===== config.mk =====
export PLATFORM = sky130hd
export DESIGN_NAME = envelope_ramp_generator_core
export DESIGN_NICKNAME = d
export VERILOG_FILES = /design/src/sv/erg_pkg.sv /design/src/sv/erg_ctrl.sv /design/src/sv/erg_dp.sv /design/src/sv/envelope_ramp_generator_core.sv
export SDC_FILE = /design/constraint.sdc
export NUM_CORES = 1
export LEC_CHECK = 0
export BUFFER_PORTS_ARGS = -buffer_cell sky130_fd_sc_hd__clkbuf_2
export CAP_MARGIN = 0
export CORE_MARGIN = 4
export CORE_UTILIZATION = 50
export CTS_BUF_LIST = sky130_fd_sc_hd__clkbuf_4
export DETAILED_ROUTE_END_ITERATION = 10
export PLACE_DENSITY = 0.64
export SYNTH_ARGS = -nofsm -noshare
export SYNTH_HDL_FRONTEND = slang
export SYNTH_SLANG_ARGS = --single-unit

===== constraint.sdc =====
create_clock -name clk -period 14.8 [get_ports clk]
set_input_delay 1.48 -clock clk [delete_from_list [all_inputs] [get_ports clk]]
set_output_delay 1.48 -clock clk [all_outputs]
set_load 0.01 [all_outputs]

===== src/sv/erg_pkg.sv =====
// ----------------------------------------------------------------------------
// erg_pkg
// Types, constants and lookup tables shared by the envelope ramp generator.
// ----------------------------------------------------------------------------
package erg_pkg;

  // quotient bits produced by the serial divider (level difference magnitude)
  localparam int unsigned QuoBits = 8;
  localparam int unsigned CntW    = $clog2(QuoBits);
  localparam int unsigned StepW   = 11;
  localparam int unsigned AccW    = 12;

  // multiplier that turns fifteenths into a 16-bit fraction of full scale
  localparam logic [15:0] FullTableStep = 16'd4369;

  // input transaction
  typedef struct packed {
    logic       action;
    logic [3:0] rate_code;
    logic [3:0] level_code;
    logic [2:0] param_kind;
    logic [7:0] start_value;
  } erg_in_t;

  // result transaction
  typedef struct packed {
    logic [7:0] level;
    logic       segment_done;
  } erg_out_t;

  // input action codes
  localparam logic ActStart = 1'b0;
  localparam logic ActTick  = 1'b1;

  // controller states
  typedef enum logic [2:0] {
    S_IDLE,
    S_TGT,
    S_DIFF,
    S_DIV,
    S_FIN,
    S_TICK
  } erg_state_t;

  // controller to datapath commands
  typedef struct packed {
    logic capture;
    logic mul;
    logic diff;
    logic div_step;
    logic commit_start;
    logic commit_tick;
  } erg_cmd_t;

  // ticks per segment for each rate code
  function automatic logic [StepW-1:0] step_count(input logic [3:0] code);
    logic [StepW-1:0] s;
    case (code)
      4'd0:    s = 11'd1;
      4'd1:    s = 11'd4;
      4'd2:    s = 11'd6;
      4'd3:    s = 11'd8;
      4'd4:    s = 11'd10;
      4'd5:    s = 11'd14;
      4'd6:    s = 11'd18;
      4'd7:    s = 11'd24;
      4'd8:    s = 11'd36;
      4'd9:    s = 11'd64;
      4'd10:   s = 11'd100;
      4'd11:   s = 11'd160;
      4'd12:   s = 11'd240;
      4'd13:   s = 11'd340;
      4'd14:   s = 11'd600;
      default: s = 11'd1200;
    endcase
    return s;
  endfunction

  // full scale value for each parameter kind, unused kind gives zero
  function automatic logic [7:0] full_scale(input logic [2:0] kind);
    logic [7:0] f;
    case (kind)
      3'd0:    f = 8'd255;
      3'd1:    f = 8'd7;
      3'd2:    f = 8'd63;
      3'd3:    f = 8'd15;
      3'd4:    f = 8'd63;
      3'd5:    f = 8'd15;
      3'd6:    f = 8'd63;
      default: f = 8'd0;
    endcase
    return f;
  endfunction

endpackage


===== src/sv/erg_ctrl.sv =====
// ----------------------------------------------------------------------------
// erg_ctrl
// Sequencer for segment start and tick transactions, owns the handshakes.
// ----------------------------------------------------------------------------
module erg_ctrl
  import erg_pkg::*;
(
  input  logic     clk,
  input  logic     rst_n,
  input  logic     in_valid,
  input  logic     in_action,
  output logic     in_stall,
  output logic     out_valid,
  input  logic     out_stall,
  output erg_cmd_t cmd
);

  erg_state_t      state_r, state_nxt;
  logic [CntW-1:0] cnt_r, cnt_nxt;
  logic            out_valid_r, out_valid_nxt;
  logic            out_free;

  // output slot can take a new result this cycle
  assign out_free  = !out_valid_r || !out_stall;
  assign in_stall  = (state_r != S_IDLE);
  assign out_valid = out_valid_r;

  // state register
  always_ff @(posedge clk) begin
    if (!rst_n) begin
      state_r     <= S_IDLE;
      cnt_r       <= '0;
      out_valid_r <= 1'b0;
    end else begin
      state_r     <= state_nxt;
      cnt_r       <= cnt_nxt;
      out_valid_r <= out_valid_nxt;
    end
  end

  // next state and commands
  always_comb begin
    state_nxt = state_r;
    cnt_nxt   = cnt_r;
    cmd       = '0;
    case (state_r)
      S_IDLE: begin
        if (in_valid) begin
          cmd.capture = 1'b1;
          state_nxt   = (in_action == ActTick) ? S_TICK : S_TGT;
        end
      end
      S_TGT: begin
        cmd.mul   = 1'b1;
        state_nxt = S_DIFF;
      end
      S_DIFF: begin
        cmd.diff  = 1'b1;
        cnt_nxt   = '0;
        state_nxt = S_DIV;
      end
      S_DIV: begin
        cmd.div_step = 1'b1;
        cnt_nxt      = cnt_r + 1'b1;
        if (cnt_r == CntW'(QuoBits - 1)) begin
          state_nxt = S_FIN;
        end
      end
      S_FIN: begin
        if (out_free) begin
          cmd.commit_start = 1'b1;
          state_nxt        = S_IDLE;
        end
      end
      S_TICK: begin
        if (out_free) begin
          cmd.commit_tick = 1'b1;
          state_nxt       = S_IDLE;
        end
      end
      default: begin
        state_nxt = S_IDLE;
      end
    endcase
  end

  // result valid flag
  always_comb begin
    out_valid_nxt = out_valid_r;
    if (cmd.commit_start || cmd.commit_tick) begin
      out_valid_nxt = 1'b1;
    end else if (out_valid_r && !out_stall) begin
      out_valid_nxt = 1'b0;
    end
  end

endmodule


===== src/sv/erg_dp.sv =====
// ----------------------------------------------------------------------------
// erg_dp
// Datapath: target level, serial divider, ramp state and result register.
// ----------------------------------------------------------------------------
module erg_dp
  import erg_pkg::*;
(
  input  logic     clk,
  input  logic     rst_n,
  input  erg_in_t  in_data,
  input  erg_cmd_t cmd,
  output erg_out_t out_data
);

  // captured start fields
  logic [3:0]         rate_r, rate_nxt;
  logic [3:0]         lcode_r, lcode_nxt;
  logic [2:0]         kind_r, kind_nxt;
  logic [7:0]         start_r, start_nxt;

  // target and divider work registers
  logic [11:0]        prod_r, prod_nxt;
  logic signed [8:0]  diff_r, diff_nxt;
  logic               neg_r, neg_nxt;
  logic [7:0]         mag_r, mag_nxt;
  logic [7:0]         divd_r, divd_nxt;
  logic [StepW-1:0]   rem_r, rem_nxt;
  logic [7:0]         quo_r, quo_nxt;

  // ramp state
  logic [7:0]         cur_level_r, cur_level_nxt;
  logic signed [8:0]  delta_r, delta_nxt;
  logic               use_delta_r, use_delta_nxt;
  logic [StepW-1:0]   step_total_r, step_total_nxt;
  logic [StepW-1:0]   frac_inc_r, frac_inc_nxt;
  logic [AccW-1:0]    frac_acc_r, frac_acc_nxt;
  logic [StepW-1:0]   ticks_left_r, ticks_left_nxt;
  erg_out_t           out_r, out_nxt;

  // combinational helpers
  logic [StepW-1:0]   steps;
  logic [27:0]        tprod;
  logic [7:0]         target;
  logic signed [8:0]  diff_w;
  logic [StepW:0]     rem_sh;
  logic signed [10:0] lv;
  logic [AccW-1:0]    acc_sum;

  assign steps    = step_count(rate_r);
  assign out_data = out_r;

  // payload registers
  always_ff @(posedge clk) begin
    rate_r  <= rate_nxt;
    lcode_r <= lcode_nxt;
    kind_r  <= kind_nxt;
    start_r <= start_nxt;
    prod_r  <= prod_nxt;
    diff_r  <= diff_nxt;
    neg_r   <= neg_nxt;
    mag_r   <= mag_nxt;
    divd_r  <= divd_nxt;
    rem_r   <= rem_nxt;
    quo_r   <= quo_nxt;
    out_r   <= out_nxt;
  end

  // ramp state registers
  always_ff @(posedge clk) begin
    if (!rst_n) begin
      cur_level_r  <= '0;
      delta_r      <= '0;
      use_delta_r  <= 1'b0;
      step_total_r <= StepW'(1);
      frac_inc_r   <= '0;
      frac_acc_r   <= '0;
      ticks_left_r <= '0;
    end else begin
      cur_level_r  <= cur_level_nxt;
      delta_r      <= delta_nxt;
      use_delta_r  <= use_delta_nxt;
      step_total_r <= step_total_nxt;
      frac_inc_r   <= frac_inc_nxt;
      frac_acc_r   <= frac_acc_nxt;
      ticks_left_r <= ticks_left_nxt;
    end
  end

  // field capture, target level, difference and divider step
  always_comb begin
    rate_nxt  = rate_r;
    lcode_nxt = lcode_r;
    kind_nxt  = kind_r;
    start_nxt = start_r;
    prod_nxt  = prod_r;
    diff_nxt  = diff_r;
    neg_nxt   = neg_r;
    mag_nxt   = mag_r;
    divd_nxt  = divd_r;
    rem_nxt   = rem_r;
    quo_nxt   = quo_r;

    tprod  = 28'(prod_r) * 28'(FullTableStep);
    target = tprod[23:16];
    diff_w = $signed({1'b0, target}) - $signed({1'b0, start_r});
    rem_sh = {rem_r, divd_r[7]};

    if (cmd.capture) begin
      rate_nxt  = in_data.rate_code;
      lcode_nxt = in_data.level_code;
      kind_nxt  = in_data.param_kind;
      start_nxt = in_data.start_value;
    end
    if (cmd.mul) begin
      prod_nxt = 12'(lcode_r) * 12'(full_scale(kind_r));
    end
    if (cmd.diff) begin
      diff_nxt = diff_w;
      neg_nxt  = diff_w[8];
      mag_nxt  = diff_w[8] ? 8'(-diff_w) : diff_w[7:0];
      divd_nxt = diff_w[8] ? 8'(-diff_w) : diff_w[7:0];
      rem_nxt  = '0;
      quo_nxt  = '0;
    end
    // restoring division, one quotient bit per cycle
    if (cmd.div_step) begin
      divd_nxt = {divd_r[6:0], 1'b0};
      if (rem_sh >= {1'b0, steps}) begin
        rem_nxt = StepW'(rem_sh - {1'b0, steps});
        quo_nxt = {quo_r[6:0], 1'b1};
      end else begin
        rem_nxt = rem_sh[StepW-1:0];
        quo_nxt = {quo_r[6:0], 1'b0};
      end
    end
  end

  // segment load and per-tick ramp update
  always_comb begin
    cur_level_nxt  = cur_level_r;
    delta_nxt      = delta_r;
    use_delta_nxt  = use_delta_r;
    step_total_nxt = step_total_r;
    frac_inc_nxt   = frac_inc_r;
    frac_acc_nxt   = frac_acc_r;
    ticks_left_nxt = ticks_left_r;
    out_nxt        = out_r;

    lv      = $signed({3'b000, cur_level_r})
            + (use_delta_r ? 11'(delta_r) : 11'sd0);
    acc_sum = frac_acc_r + {1'b0, frac_inc_r};
    if (acc_sum >= {1'b0, step_total_r}) begin
      lv = delta_r[8] ? (lv - 11'sd1) : (lv + 11'sd1);
    end

    if (cmd.commit_start) begin
      if ({3'b000, mag_r} > steps) begin
        use_delta_nxt = 1'b1;
        delta_nxt     = neg_r ? -$signed({1'b0, quo_r}) : $signed({1'b0, quo_r});
        frac_inc_nxt  = rem_r;
      end else begin
        use_delta_nxt = 1'b0;
        delta_nxt     = diff_r;
        frac_inc_nxt  = {3'b000, mag_r};
      end
      step_total_nxt = steps;
      ticks_left_nxt = steps;
      frac_acc_nxt   = '0;
      cur_level_nxt  = start_r;
      out_nxt        = '{level: start_r, segment_done: 1'b0};
    end else if (cmd.commit_tick) begin
      if (ticks_left_r == '0) begin
        // segment already over: hold the level
        out_nxt = '{level: cur_level_r, segment_done: 1'b1};
      end else begin
        if (acc_sum >= {1'b0, step_total_r}) begin
          frac_acc_nxt = acc_sum - {1'b0, step_total_r};
        end else begin
          frac_acc_nxt = acc_sum;
        end
        // saturate to the 8-bit level range
        if (lv < 11'sd0) begin
          cur_level_nxt = '0;
        end else if (lv > 11'sd255) begin
          cur_level_nxt = 8'd255;
        end else begin
          cur_level_nxt = lv[7:0];
        end
        ticks_left_nxt = ticks_left_r - 1'b1;
        out_nxt = '{level: cur_level_nxt, segment_done: (ticks_left_r == StepW'(1))};
      end
    end
  end

endmodule


===== src/sv/envelope_ramp_generator_core.sv =====
// ----------------------------------------------------------------------------
// envelope_ramp_generator_core
// One envelope segment generator: segment start and per-tick level ramp.
// ----------------------------------------------------------------------------
//  channel  | handshake                  | payload
//  ---------+----------------------------+-----------------------------------
//  input    | in_valid / in_stall        | in_data  (erg_in_t)
//  result   | out_valid / out_stall      | out_data (erg_out_t)
//
// start: multiply, difference, eight quotient steps, then commit; with the output
//   free the input reopens in the same cycle that the result appears.
// tick: ramp update at commit; with the output free the input reopens in the same cycle that the result appears.
// one transaction in flight; the next is accepted while the result register
//   still holds the previous result, and a stalled result holds the commit.
// reset is synchronous; it clears the ramp state, the sequencer state and the result valid flag.
// ----------------------------------------------------------------------------
module envelope_ramp_generator_core
  import erg_pkg::*;
(
  input  logic     clk,
  input  logic     rst_n,
  input  logic     in_valid,
  output logic     in_stall,
  input  erg_in_t  in_data,
  output logic     out_valid,
  input  logic     out_stall,
  output erg_out_t out_data
);

  erg_cmd_t cmd;

  // sequencer
  erg_ctrl u_ctrl (
    .clk       (clk),
    .rst_n     (rst_n),
    .in_valid  (in_valid),
    .in_action (in_data.action),
    .in_stall  (in_stall),
    .out_valid (out_valid),
    .out_stall (out_stall),
    .cmd       (cmd)
  );

  // arithmetic and state
  erg_dp u_dp (
    .clk      (clk),
    .rst_n    (rst_n),
    .in_data  (in_data),
    .cmd      (cmd),
    .out_data (out_data)
  );

endmodule


; Word level (Yosys, flattened, before mapping)
; Memories as Yosys holds them, arrays and structs flattened. A register that Yosys moved wholly into a read port is not among the register bits.
; Cells that the tools add are included.
[totals]
input_bits = 24
memories = 1
reg_bits = 155
mem_bits_ro = 176
[op_classes]
n_lt_le_gt_ge = 5
addsub = 11
bitwise_logic = 2
reduce_logical = 20
eq_ne = 17
mux = 47
multipliers = 2
[memory_table]
columns = name, words, word_bits, rd, rd_ports_with_merged_regs, wr, line
row1 = (no name shown), 16, 11, 1, 1, 0, erg_pkg.sv:58  ; case (code)
[op_table]
columns = op, count
row1 = $mux W11, 10
row2 = $mux W8, 11
row3 = $mux W9, 5
row4 = $pmux W8 S4, 1
row5 = $ge A12 B11 Y1, 2
row6 = $mul A12 B13 Y24 const B, 1
row7 = $eq A3 B3 Y1 const B, 6
row8 = $pmux W3 S5, 1
row9 = $add A12 B11 Y12, 1
row10 = $eq A3 B2 Y1 const B, 4
row11 = $mul A4 B8 Y12, 1
row12 = $mux W1, 12
row13 = $mux W12, 1
row14 = $mux W3, 4
row15 = $sub A12 B11 Y12, 1
row16 = $add A11 B2 Y11 const B, 1
row17 = $add A9 B11 Y11, 1
row18 = $eq A11 B1 Y1 const B, 1
row19 = $gt A11 B9 Y1 const B, 1
row20 = $gt A8 B11 Y1, 1
row21 = $logic_not A11 Y1, 1
row22 = $lt A11 B1 Y1 const B, 1
row23 = $sub A11 B1 Y11 const B, 1
row24 = $sub A11 B11 Y11, 1
row25 = other kinds (21), 34

; Depth between registers and ports, before layout
[logic_depth]
depth_word = 11
mapped_depth = 23
depth_no_buf = 23

; Modules after synthesis
; A second synthesis with hierarchy kept.
[unflattened]
hier_cells = 1239
hier_area_um2 = 11755.0
[by_module_without_submodules]
columns = module, cells_each, n_inst, seq_area_each_um2, area_each_um2
row1 = erg_dp, 1191, 1, 3953.8, 11354.6
row2 = erg_ctrl, 48, 1, 140.1, 400.4

; Worst setup path before layout
; Ideal clock, no wire load.
[synth_path]
path_kind = register to register
start = register u_dp.prod_r[7]
end = register u_dp.divd_r[4], data pin
stages_incl_launch_ff = 22
path_slack_ns = 9.712
path_buffers = 0
arrival_ns = 4.832
period_less_slack_ns = 5.088
t_required_ns = 14.544
cell_sequence = edfxtp_1 ha_1 inv_1 fa_1 fa_1 inv_1 ha_1 a2111oi_0 nand2_1 a21oi_1 or3_1 xnor2_1 inv_1 fa_1 nor2b_1 o21ai_1 a21boi_1 o221ai_1 a21oi_1 a31oi_1 xor2_1 a22o_1
[synth_via]
elab_chain_cells = 6
[synth_lines]
columns = element, line
row1 = from (decl), erg_dp.sv:22  ; logic [11:0] prod_r, prod_nxt;
row2 = from (signal assigned), erg_dp.sv:58  ; prod_r <= prod_nxt;
row3 = $mul A12 B13 Y24 *, erg_dp.sv:103  ; tprod = 28'(prod_r) * 28'(FullTableStep);
row4 = $sub A8 B8 Y9 *, erg_dp.sv:105  ; diff_w = $signed({1'b0, target}) - $signed({1'b0, start_r});
row5 = $neg A8 Y8, erg_dp.sv:121  ; divd_nxt = diff_w[8] ? 8'(-diff_w) : diff_w[7:0];
row6 = $mux W8 *, erg_dp.sv:121
row7 = $mux W8 *, erg_dp.sv:117  ; if (cmd.diff) begin
row8 = $mux W8 *, erg_dp.sv:126  ; if (cmd.div_step) begin
row9 = net u_dp.divd_nxt[4], erg_dp.sv:26  ; logic [7:0] divd_r, divd_nxt;
row10 = to (signal assigned), erg_dp.sv:62  ; divd_r <= divd_nxt;
row11 = to (decl), erg_dp.sv:26
; Mark *: on every way through the listed nets, which the timed path passes. The rest lies on a longest branch. The select of a mux whose other input is x is not followed.
; A chain may end at the register's enable or synchronous reset.

; Final worst setup path
; Same ends and word-level chain as after synthesis.

==> results.sh <==
export IMPL_period_needed_ns=5.69
export IMPL_numCtsBuffers=17
export IMPL_dp_slack_ns=9.15
export IMPL_final_setup_violation_count=0
export IMPL_yosysSeqAreaShare=0.354
export IMPL_cts_clk_slew_worst_paths_ns=0.14
export IMPL_timing_final_crit_share=0.385
export IMPL_synth_cell_area_mm2=0.0116
export IMPL_antenna_violating_nets_post_route=0
export IMPL_post_route_drc_count=0
export IMPL_design_portCount=35
export IMPL_cts_sinks=164
export IMPL_layout_drive_gt1_share=0.0751
export IMPL_cp_end_kind="flop"
export IMPL_power_density_cell_area_mw_per_mm2=147
export IMPL_grt_start_max_net_pins=56
export IMPL_timing_max_cap_violations=0
export IMPL_setup_total_negative_slack_ns=0
export IMPL_tightestPinTransition_ns=1.10
export IMPL_irDropWorstVdd_uv=75.2
export IMPL_worst_slack_ns=9.11
export IMPL_worst_slew_margin_rel=0.269
export IMPL_ctsHtreeMaxLevel=4
export IMPL_fin_skew_ns=0.0197
export IMPL_routed_via_density=5.82
export IMPL_area_delta_synth_final_pct=6.55
export IMPL_place_inst=1518
export IMPL_reg2regPathDepth=21
export IMPL_cts_tree="built"
export IMPL_grt_pass1_wl_um=44300
export IMPL_die_span_x_um=160
export IMPL_clock_fmax_mhz=176
export IMPL_timing_final_hold_violations=0
export IMPL_report_final_slew_viol_count=0
export IMPL_worstHoldPathCells=2
export IMPL_rows=55
export IMPL_clock_tree_root_cell="clkbuf_4"
export IMPL_most_frequent_standard_cell_in_the_layout_excluding_fill_and_tap_cells="ha_1"
export IMPL_endpoint_with_the_worst_hold_slack="u_dp.divd_r[0]$_SDFFE_PP0P_"
export IMPL_hold_ws_ns=0.457
export IMPL_synth_area_per_cell_um2=9.41
export IMPL_run_status="complete, no violations"
export IMPL_ff2ff_setup_slack_ns=9.11
export IMPL_timing_critical_path_arrival_ns=6.04
export IMPL_rsz0062_at_grt="no"
export IMPL_numPortBuffers=34
export IMPL_gr_usage_all_layers=0.214
export IMPL_grt_pass1_vias=8457
export IMPL_clkLatencyLatePin_ns=0.58
export IMPL_post_layout_nonfiller_instances=1551
export IMPL_starting_density_of_the_core=0.510
export IMPL_ys_ff_latch=164
export IMPL_post_synth_inst_count=1230
export IMPL_drt_iter0_drc=632
export IMPL_synth_edff_count=81
export IMPL_leakagePower_nw=5.20
export IMPL_num_nets_final=1432
export IMPL_synth_flop_cell="dfxtp_1"
export IMPL_detailed_place_hpwl_um=21300
export IMPL_worst_hold_path_type="reg2reg"
export IMPL_die_area_mm2=0.0256
export IMPL_post_cts_resize_count=0
export IMPL_route_vias_total=9026
export IMPL_post_cts_setup_buffer_count=0
export IMPL_antenna_found_initial=1
export IMPL_globalplace_congestion=0.876
export IMPL_layout_core_utilization=0.543
export IMPL_async_flop_share=0
export IMPL_core_region_area_mm2=0.0227
export IMPL_critical_path_class="reg2reg"
export IMPL_global_route_overflow_total=0
export IMPL_cts_hold_fix_buffers=0
export IMPL_clk_path_buf_depth=2
export IMPL_min_from="u_dp.divd_r[0]$_SDFFE_PP0P_"
export IMPL_drt_wl_total_um=27500
export IMPL_worstSetupStartpointType="flop"
export IMPL_mappedNetlistNets=1410
export IMPL_drt_pass1_iterations=7
export IMPL_rr_endpoint="u_dp.divd_r[4]$_DFFE_PP_"
export IMPL_timing_rr_start="u_dp.prod_r[7]$_DFFE_PP_"
export IMPL_number_of_distinct_library_cells_after_synthesis=74
export IMPL_ys_warnings_count=0
export IMPL_cp_required_ns=15.15
export IMPL_layout_cells_most_common_list="ha_1, inv_1, dfxtp_1"
export IMPL_worstPathMaxFanout=9
export IMPL_floorplan_die_height_um=160
export IMPL_routedWlPerCell_um=17.7
stage by stage:
stage          power (W)  area (um^2)
6_report         0.00181        12300
3_3_place_gp     0.00149        12000
2_1_floorplan    0.00129        11600
4_1_cts          0.00182        12300
5_1_grt          0.00195        12300
3_5_place_dp     0.00151        12000
per-layer routing:
metal,track usage,wire length (um),vias to the layer above
met2,0.347,12600,215
met3,0.0328,1350,36
li1,-,-,4538
met1,0.298,13000,4237
met4,0.0598,561,0
met5,0,0,-
final cells by class:
class                   count  area [um^2]
diodes                      1         2.50
clock buffers              19          143
clock inverters            13          179
fillers                  2106        10400
inverters                 101          379
multi-input cells         926         6950
flip-flops and latches    164         4090
well taps                 285          357
repair buffers             42          230
synthesized netlist by cell type (all sizes together) (6+ instances only):
| library cell | n | area (um^2) |
|---|---|---|
| nor3 | 27 | 135 |
| nand4 | 10 | 62.6 |
| nor4 | 8 | 56.3 |
| nand3 | 43 | 215 |
| nor2b | 22 | 138 |
| dfxtp | 83 | 1660 |
| edfxtp | 81 | 2430 |
| nor2 | 84 | 315 |
| nand2 | 78 | 293 |
| xnor2 | 47 | 412 |
| ha | 131 | 1640 |
| mux2i | 28 | 280 |
| a21oi | 78 | 390 |
| o2111ai | 10 | 87.6 |
| fa | 25 | 500 |
| o21a | 13 | 97.6 |
| and3 | 22 | 138 |
| clkbuf | 32 | 120 |
| and2 | 27 | 171 |
| inv | 101 | 379 |
| o32ai | 8 | 100 |
| a211oi | 20 | 150 |
| xor2 | 17 | 149 |
| a31oi | 15 | 93.8 |
| nand2b | 16 | 100 |
| buf | 7 | 42.5 |
| o21ai | 60 | 300 |
| o31ai | 6 | 45.0 |
| o21bai | 8 | 60.1 |
| or3 | 12 | 75.1 |
| a22oi | 12 | 90.1 |
| a21o | 15 | 113 |
| o211ai | 15 | 113 |
report_power, final:
group / internal (W) / switching, W
clock: 0.000138 / 0.000168
sequential: 0.000572 / 0.0000409
combinational: 0.000359 / 0.000535
total: 0.00107 / 0.000744
how the worst max path moves through the flow:
stage | from | to | cells after the start
global route | u_dp.prod_r[7]$_DFFE_PP_ | u_dp.divd_r[5]$_DFFE_PP_ | 21
finish | u_dp.prod_r[7]$_DFFE_PP_ | u_dp.divd_r[4]$_DFFE_PP_ | 21
global placement | u_dp.prod_r[11]$_DFFE_PP_ | u_dp.divd_r[4]$_DFFE_PP_ | 21
detailed placement | u_dp.prod_r[7]$_DFFE_PP_ | u_dp.divd_r[4]$_DFFE_PP_ | 21
CTS | u_dp.prod_r[7]$_DFFE_PP_ | u_dp.divd_r[4]$_DFFE_PP_ | 21
floorplan | u_dp.prod_r[7]$_DFFE_PP_ | u_dp.divd_r[4]$_DFFE_PP_ | 21
flip-flops by register name (all words and copies together), names as in the netlist, 11 cells and up:
register           count
u_dp.rem_r            11
u_dp.step_total_r     11
u_dp.frac_acc_r       12
u_dp.ticks_left_r     11
u_dp.prod_r           12
u_dp.steps            11
u_dp.frac_inc_r       11
kinds of logic (layout without fill, tap and decap cells):
family                   after synthesis  count (layout)  synth area share
AND/OR/NAND/NOR                      360             360             0.154
flip-flops                           164             164             0.354
XOR/XNOR                              64              64            0.0484
multiplexers                          33              33            0.0294
buffers and inverters                140             175            0.0468
adder cells (fa/ha/maj)              156             156             0.185
AO/OA/AOI/OAI                        313             313             0.183
other                                  0               1                 0
worst max-delay path: stages, from the launching register on:
cell and delay, ns:
edfxtp_1 0.43, ha_1 0.23, inv_1 0.07, fa_1 0.45, fa_1 0.52, inv_1 0.04, ha_1 0.28, a2111oi_0 0.55
nand2_1 0.10, a21oi_1 0.16, or3_1 0.16, xnor2_1 0.14, inv_1 0.08, fa_1 0.43, nor2b_1 0.12, o21ai_1 0.08
a21boi_1 0.25, o221ai_1 0.19, a21oi_1 0.62, a31oi_1 0.10, xor2_1 0.19, a22o_1 0.25
Power figures use the tool's default switching activity.
